**src/rtl/hvn_divider.sv**
```systemverilog
// Radix-2 restoring divider with round-half-up, one quotient bit per cycle.
module hvn_divider (
  input  logic        clk,
  input  logic        rst_n,
  input  logic        start,
  input  logic [37:0] dividend,
  input  logic [24:0] divisor,
  output logic        done,
  output logic [15:0] quotient
);

  logic [38:0] num_r, num_nxt;
  logic [25:0] rem_r, rem_nxt;
  logic [5:0]  cnt_r, cnt_nxt;
  logic [24:0] div_r;
  logic        busy_r, busy_nxt;
  logic [25:0] trial;

  // numerator = dividend + divisor/2, quotient bits shift in at num_r LSB
  always_comb begin
    num_nxt  = num_r;
    rem_nxt  = rem_r;
    cnt_nxt  = cnt_r;
    busy_nxt = busy_r;
    trial    = {rem_r[24:0], num_r[38]};
    done     = 1'b0;
    if (start) begin
      num_nxt  = {1'b0, dividend} + {15'd0, divisor[24:1]};
      rem_nxt  = '0;
      cnt_nxt  = 6'd39;
      busy_nxt = 1'b1;
    end else if (busy_r) begin
      if (trial >= {1'b0, div_r}) begin
        rem_nxt = trial - {1'b0, div_r};
        num_nxt = {num_r[37:0], 1'b1};
      end else begin
        rem_nxt = trial;
        num_nxt = {num_r[37:0], 1'b0};
      end
      cnt_nxt = cnt_r - 6'd1;
      if (cnt_r == 6'd1) begin
        busy_nxt = 1'b0;
        done     = 1'b1;
      end
    end
  end

  assign quotient = num_nxt[15:0];

  always_ff @(posedge clk) begin
    if (!rst_n) begin
      busy_r <= 1'b0;
      cnt_r  <= '0;
    end else begin
      busy_r <= busy_nxt;
      cnt_r  <= cnt_nxt;
    end
    num_r <= num_nxt;
    rem_r <= rem_nxt;
    if (start) begin
      div_r <= divisor;
    end
  end

endmodule

```
**config.mk**
```make
export PLATFORM = sky130hd
export DESIGN_NAME = hvn_divider
export DESIGN_NICKNAME = d
export VERILOG_FILES = /design/src/rtl/hvn_divider.sv
export SDC_FILE = /design/constraint.sdc
export NUM_CORES = 1
export LEC_CHECK = 0
export ABC_AREA = 1
export BUFFER_PORTS_ARGS = -buffer_cell sky130_fd_sc_hd__buf_2
export CORE_ASPECT_RATIO = 0.6
export CORE_MARGIN = 2
export CORE_UTILIZATION = 53
export CTS_BUF_LIST = sky130_fd_sc_hd__clkbuf_8
export CTS_CLUSTER_SIZE = 28
export DETAILED_ROUTE_END_ITERATION = 10
export PLACE_DENSITY = 0.72
export SYNTH_ARGS = -nofsm -noshare
export SYNTH_HDL_FRONTEND = slang
export SYNTH_SLANG_ARGS = --single-unit
```
**constraint.sdc**
```tcl
create_clock -name clk -period 4.7 [get_ports clk]
set_input_delay 0.235 -clock clk [delete_from_list [all_inputs] [get_ports clk]]
set_output_delay 0.235 -clock clk [all_outputs]
set_load 0.005 [all_outputs]
```
### Word level (Yosys, flattened, before mapping)

Cells that the tools add are included.

* register bits after elaboration: 96
* input bits: 66
* output and inout port bits: 17
* word-level logic and storage cells: 27

* add/sub/neg operators: 3
* order comparisons: 1
* eq/ne operators: 1
* muxes and demuxes: 12
* bitwise gates (word level): 1
* reduce and logical (&&, ||, !) cells: 2

Operators with widths (number)
* $mux 39: 2
* $add 38x24->39: 1
* $ge 26x25->1: 1
* $mux 25: 1
* $sub 25x25->25: 1
* $mux 6: 2
* $mux 1: 7
* $eq 6x1->1 const B: 1
* $sub 6x1->6 const B: 1
* $reduce_bool 2->1: 1
* $reduce_or 2->1: 1
* $not 1->1: 1

### Logic depth before layout (Yosys ltp)

Gate-level depths: netlist of the first run.

* word-level depth: 4
* mapped depth: 15
* mapped depth without buffers: 15

### Worst setup path before layout of the first run

OpenSTA, ideal clock, no wires.

* kind: register -> output
* from: register num_r[38]
* to: output port quotient[0]
* data arrival time: 1.754 ns
* data required time: 4.465 ns
* slack: 2.711 ns
* stages on the path, launching flop included: 12
* path buffers: 1
* cell sequence: edfxtp_1 -> inv_1 -> ha_1 -> fa_1 -> inv_1 -> nand3_1 -> nand3_1 -> nand2_2 -> nand3_4 -> nand2_1 -> nand2_1 -> buf_4

* cells in the longest elaborated chain, start to end: 4

Ends and longest elaborated chain
* start, declared: RTL line 12 `logic [38:0] num_r, num_nxt;`
* start signal, assigned: RTL line 58 `num_r <= num_nxt;`
* $ge 26x25->1: RTL line 33 `if (trial >= {1'b0, div_r}) begin`
* $mux 1: RTL line 33
* $mux 39: RTL line 32 `end else if (busy_r) begin`
* $mux 39: RTL line 27 `if (start) begin`
* end, declared: RTL line 9 `output logic [15:0] quotient`

Every way passes these cells. The select of a mux whose other input is x is not followed.

### Final worst setup path of the first run

* from: register rem_r[23]
* to: output port quotient[0]

* cells in the longest elaborated chain, start to end: 4

Ends and longest elaborated chain
* start, declared: RTL line 13 `logic [25:0] rem_r, rem_nxt;`
* start signal, assigned: RTL line 59 `rem_r <= rem_nxt;`
* $ge 26x25->1: RTL line 33
* $mux 1: RTL line 33
* $mux 39: RTL line 32
* $mux 39: RTL line 27

Every way passes these cells. The select of a mux whose other input is x is not followed.

==> results of run 1 <==
[cell type report]
| class | count | share of cell area (%) |
|---|---|---|
| Sequential cell | 96 | 27.5 |
| Clock inverter | 7 | 0.873 |
| Timing Repair Buffer | 87 | 5.12 |
| Inverter | 233 | 10.0 |
| Tap cell | 198 | 2.83 |
| Clock buffer | 9 | 1.42 |
| Multi-Input combinational cell | 931 | 52.3 |
[power by group]
part           internal, uW  switching, uW
clock                   253            344
sequential              958           29.9
combinational           179            353
[cell usage after synthesis (all sizes together), types with 3 or more instances]
master	number
nand2	502
inv	232
nand3	95
nor2	95
ha	51
a21oi	49
dfxtp	48
edfxtp	48
nand4	34
buf	33
o21ai	33
a22oi	15
nor3	11
xnor2	8
clkbuf	7
and3	5
nand3b	5
xor2	5
nor4	4
o21bai	4
and2	3
[kinds of logic after synthesis]
family | count (synthesis) | share of synthesized area (%)
xor gates and xnor gates | 13 | 1.41
AOI/OAI and AO/OA | 107 | 7.59
buffers and inverters | 273 | 13.8
DFF | 96 | 29.7
adders and majority gates | 53 | 8.40
and+or+nand+nor | 758 | 39.1
[critical path, delay by kind of cell (launching register included)]
| family | cells | cell delay (ns) |
|---|---|---|
| flops | 1 | 0.36 |
| buf+inv | 2 | 0.19 |
| simple gates | 7 | 1.92 |
| fa+ha+maj | 1 | 0.30 |
[layer usage]
| metal | global-route usage (%) | wire length, um | vias up | share of wire (%) |
|---|---|---|---|---|
| li1 | - | - | 4201 | - |
| met1 | 50.9 | 12900 | 3608 | 54 |
| met2 | 38.0 | 8310 | 351 | 35 |
| met3 | 7.55 | 2520 | 18 | 11 |
| met4 | 4.36 | 207 | 0 | 0.86 |
| met5 | 0 | 0 | - | 0 |
[cells in the final DEF, fill, tap and decap left out, types with 15 or more instances in the layout]
cell type	Yosys	routed
o21ai_0	32	32
edfxtp_1	48	48
nand3_1	94	94
nand4_1	34	34
inv_1	230	230
nor2_1	92	90
a21oi_1	47	47
buf_2	9	82
ha_1	51	51
nand2_1	500	500
a22oi_1	15	15
dfxtp_1	48	48
[metrics by stage]
stage / instance area (sq um) / power, uW
after floorplan: 8080 / 1370
after global placement: 8550 / 1520
after detailed placement: 8550 / 1520
after CTS: 8750 / 2110
after global routing: 8750 / 2240
final: 8750 / 2120
[registers in the layout, summed over array words and instances (netlist names)]
name / cells
num_r: 39
cnt_r: 6
busy_r: 1
div_r: 25
rem_r: 25
[worst max-delay path by stage]
stage	slack [ns]	endpoint	cells after the start	from
after floorplan	2.71	quotient[0]	11	num_r[38]
after global placement	1.82	quotient[0]	11	div_r[24]
after detailed placement	1.80	quotient[0]	11	num_r[38]
after CTS	1.36	quotient[0]	10	div_r[0]
after global routing	1.08	quotient[0]	13	div_r[4]
final	1.29	quotient[0]	10	rem_r[23]
==> results by group, run 1 <==
Run status
  • Status: completed

Min path
  • Hold endpoint: div_r[0]
  • Worst Hold Class: in -> reg
  • WHS Path Cells: 1
  • Hold Crit Start: divisor[0]

Critical path
  • R2R depth: 14
  • Max stage delay on crit path: 0.44 ns
  • Worst Path Max Fanout: 26
  • CP Class: reg -> out
  • CP max-delay cell: nand3_4
  • Internal reg-to-reg setup slack: 1.89 ns
  • Most frequent CP cell: nand2_1
  • Startpoint types: flip-flop
  • Crit path capture type: primary output
  • CP cell instances: ha_1 -> inv_1 -> nor2_1 -> nand2_1 -> nor3_2 -> nand2_2 -> nand3_4 -> nand2_1 -> nand2_1 -> buf_2
  • Worst path required time: 4.47 ns
  • Reg2Reg Capture Point: rem_r[19]
  • Critical Path AT: 3.17 ns
  • Reg-to-reg critical path startpoint: div_r[4]

STA
  • Final setup TNS: 0 ns
  • Hold Fails Final Rpt: 0
  • Final Skew: 0.0105 ns
  • Final setup margin: 1.29 ns
  • Fmax: 294 MHz
  • Min cycle time layout: 3.41 ns
  • Max-slew violations: 0
  • Final Cycle Share: 72.4%
  • # setup viols final: 0
  • Hold WS: 0.0204 ns
  • RSZ-0062 raised after global routing: no
  • Slew HR: 25.2%
  • Least-Margin Pin Slew: 1.12 ns

Global routing
  • Antenna violations before repair: 0
  • Global-route wire length before repair: 38.5 mm
  • Gr ovfl total: 0
  • GRT Total Usage: 30.4%
  • Number of global-route vias before repair: 7243
  • Largest net degree at the start of global routing: 50

Power
  • P_leak: 0.00483 uW
  • Max IR drop VDD: 148 uV
  • PwrDens: 242 nW/um^2

CTS
  • CTS Hold Bufs: 0
  • Clock Pin Slew Worst Setup and Hold Paths: 0.11 ns
  • H-tree Lvls: 3
  • CTS Buf Count: 9
  • CTS tree: done
  • Number of setup buffers added after CTS: 0
  • Clk_lat worst skew: 0.39 ns
  • CTS max path bufs: 2
  • Cts repair resizes: 0
  • Clk root buf: clkbuf_8
  • Total clock sinks: 96

Cells and area
  • Antenna fix cells: 0
  • Final core occ: 59.6%
  • Synth-to-layout area growth: 8.29%
  • Area occupied by multi-input gates: 4570 sq um
  • FF/Latch Area: 2400 sq um
  • Share of cells above drive strength 1: 8.66%
  • Fin nets: 1477
  • Non-Filler Instances: 1561
  • FILL cells: 1466

Floorplanning
  • # IOs: 83
  • Starting density of the core: 55.0%
  • Vert. Die Dim: 99.6 um
  • Row Count: 34
  • Die area: 16300 sq um
  • Core ar.: 14700 sq um
  • Die width: 163 um

Synth
  • Post-synth top area share: 23.2%
  • Sequential element share of the synthesized area: 29.7%
  • Synth area leader: nand2_1
  • Distinct cell type count after synthesis: 41
  • Synthesized instance count: 1300
  • Synth Area per Inst: 6.21 sq um
  • EDFF count, synth: 48
  • Net Count, Synth: 1419
  • Top area cells in the synthesized netlist: nand2_1 (23%), edfxtp_1 (18%), dfxtp_1 (12%)
  • Synth Cell Area: 8080 sq um
  • Post-synth ARST share: 0%
  • FF+latch count, synth: 96
  • Dominant synthesized flop cell: edfxtp_1
  • Synth warnings: 0

Place
  • GP Congestion: 0.995
  • Dpl hpwl: 18.9 mm
  • Placed Instances: 1545
  • PortBufs: 82
  • Post-Place Worst Slack: 1.80 ns

Routing
  • Via count: 8178
  • Initial DRT Pass Iterations: 6
  • Drt drc: 0
  • Drt total wl: 24.0 mm
  • 1st-iter DRT viols: 861
  • Routed length per instance: 15.4 um
  • Final ANT Viol Nets: 0
  • Vias/cell: 5.24

Run
  • Max Cap Violations: 0
(Power assumes the default switching activity.)
==> run 2: changes to the inputs <==
==> constraint.sdc (replaced) <==
create_clock -name clk -period 3.4 [get_ports clk]
set_input_delay 0.17 -clock clk [delete_from_list [all_inputs] [get_ports clk]]
set_output_delay 0.17 -clock clk [all_outputs]
set_load 0.005 [all_outputs]
==> run 2 against run 1 <==
- via count rose by 1.9%
- final area grew 2.1%
- utilization rose by 1.3 points
- global-route usage increased by 0.62 points
- routed wire length rose by 2.6%
- clock skew increased by 0.0098 ns
- sequential power rose by 39%
- clock power grew 27%
- critical endpoint unchanged
- highest routed layer unchanged
==> results by group, run 2 (synthesized netlist as in run 1, its figures left out) <==
CTS
  • Clock Pin Slew Worst Setup and Hold Paths: 0.12 ns (about the same)
  • Total clock sinks: 96 (unchanged)
  • Clk_lat worst skew: 0.38 ns (about the same)
  • Number of setup buffers added after CTS: 0 (unchanged)
  • CTS tree: done
  • CTS max path bufs: 2 (unchanged)
  • H-tree Lvls: 3 (unchanged)
  • Clk root buf: clkbuf_8
  • CTS Buf Count: 9 (unchanged)

Critical path
  • CP Class: reg -> out
  • Crit path max-delay family: simple AND/OR/NAND/NOR gates
  • Critical Path AT: 2.84 ns (-0.33 ns)
  • Crit path capture type: primary output
  • Worst Path Max Fanout: 16 (-38%)
  • Max stage delay on crit path: 0.46 ns (+0.02 ns)
  • Buf/Inv on CP: 3 (+1)
  • CP max-delay cell: edfxtp_1
  • CP cell instances: inv_1 -> ha_1 -> fa_1 -> inv_1 -> nand3_1 -> nand3_1 -> nand2_2 -> nand3_4 -> nand2_1 -> nand2_1 -> buf_2
  • Worst path required time: 3.23 ns (-1.24 ns)
  • Startpoint types: flip-flop

STA
  • RSZ-0062 raised after global routing: no
  • Max-slew violations: 0 (unchanged)
  • Fmax: 332 MHz
  • Slew HR: 57.3% (+32 points)
  • Final setup margin: 0.385 ns (-0.910 ns)
  • Hold Fails Final Rpt: 0 (unchanged)
  • Final Cycle Share: 88.7%
  • Final Skew: 0.0203 ns (+0.00977 ns)
  • Min cycle time layout: 3.01 ns
  • Final setup TNS: 0 ns (unchanged)
  • Least-Margin Pin Slew: 0.640 ns (-0.480 ns)
  • # setup viols final: 0 (unchanged)

Global routing
  • Gr busiest metal: met1
  • Largest net degree at the start of global routing: 66 (+32%)
  • Gr ovfl total: 0 (unchanged)
  • Grt met3 use: 7.09% (-0.46 points)
  • Met1 Resource Use GR: 51.6% (+0.70 points)
  • Antenna violations before repair: 0 (unchanged)
  • Number of global-route vias before repair: 7263 (+0.28%)
  • Global-route wire length before repair: 39.2 mm (+1.8%)
  • Grt met2 use: 39.6% (+1.6 points)
  • GRT Total Usage: 31.0% (+0.62 points)

Cells and area
  • Final core occ: 60.9% (+1.3 points)
  • Fin nets: 1498 (+1.4%)
  • Share of cells above drive strength 1: 8.82% (+0.16 points)
  • Synth-to-layout area growth: 10.6%
  • Max FFs per register: 39 (unchanged)
  • Most common cell after layout, fill and taps aside: nand2_1
  • Area occupied by multi-input gates: 4570 sq um (unchanged)
  • Antenna fix cells: 0 (unchanged)
  • Most flop-heavy register: num_r
  • Top flop regs: num_r x39, div_r x25, rem_r x25
  • FF/Latch Area: 2400 sq um (unchanged)
  • Finished Cell Area: 8930 sq um (+2.1%)
  • Commonest cells after routing, fill and taps aside: nand2_1 (500), inv_1 (231), nand3_1 (94)
  • FILL cells: 1467 (+0.068%)
  • Non-Filler Instances: 1582 (+1.3%)

Routing
  • Drt drc: 0 (unchanged)
  • Routed length per instance: 15.5 um (+1.2%)
  • Initial DRT Pass Iterations: 5 (-1)
  • Final ANT Viol Nets: 0 (unchanged)
  • Via count: 8334 (+1.9%)
  • 1st-iter DRT viols: 836 (-2.9%)
  • Vias/cell: 5.27 (+0.55%)
  • Drt total wl: 24.6 mm (+2.6%)

Place
  • Area after DPL: 8590 sq um (+0.50%)
  • PortBufs: 82 (unchanged)
  • Dpl hpwl: 19.1 mm (+1.3%)
  • GP Congestion: 0.990 (-0.46%)
  • Post-Place Worst Slack: 0.864 ns (-0.937 ns)
  • Placed Instances: 1549 (+0.26%)

Power
  • PwrDens: 323 nW/um^2 (+33%)
  • P_leak: 0.00492 uW (+1.8%)
  • Max IR drop VDD: 281 uV (+90%)

Floorplanning
  • Vert. Die Dim: 99.6 um (unchanged)
  • Die area: 16300 sq um (unchanged)
  • Die width: 163 um (unchanged)
  • Core ar.: 14700 sq um (unchanged)
  • Row Count: 34 (unchanged)
  • Starting density of the core: 55.0% (unchanged)
  • # IOs: 83 (unchanged)

Min path
  • Worst Hold Class: in -> reg

Run
  • Max Cap Violations: 0 (unchanged)

Run status
  • Status: completed
## run 2: path summary, 6_finish.rpt
check	startpoint	to	slack [ns]	cells after the start
max	num_r[38]	quotient[0]	0.39	11
min	divisor[2]	div_r[2]	0.01	1
max reg2reg	num_r[38]	rem_r[6]	0.79	12
min reg2reg	rem_r[13]	rem_r[13]	0.48	2
## run 2: repair_timing
action	4_1_cts	5_1_grt
endpoints found under the hold margin	11	6
hold buffers	11	6
gates resized for setup	0	0
## run 2: report_power, final
| part | internal [uW] | switching (uW) |
|---|---|---|
| Sequential | 1320 | 42.7 |
| Combinational | 264 | 497 |
| Clock | 275 | 481 |
| Total | 1860 | 1020 |
## run 2: final cells by class
cell class	count	share of cell area (%)
Sequential cell	96	26.9
Multi-Input combinational cell	931	51.2
Clock inverter	7	0.574
Inverter	233	9.79
Timing Repair Buffer	108	7.39
Clock buffer	9	1.39
Tap cell	198	2.77
## run 2: per-layer routing
metal / wire length, um / vias to the layer above
li1: - / 4235
met1: 12500 / 3670
met2: 8790 / 413
met3: 3070 / 16
met4: 201 / 0
met5: 0 / -
## run 2: metrics by stage
| stage | hold WS (ns) | total power, uW |
|---|---|---|
| 6_report | 0.00952 | 2880 |
| 5_1_grt | 0.00200 | 3050 |
| 4_1_cts | 0.00103 | 2870 |
| 3_5_place_dp | 0.375 | 2120 |
| 3_3_place_gp | 0.368 | 2110 |
| 2_1_floorplan | 0.268 | 1890 |
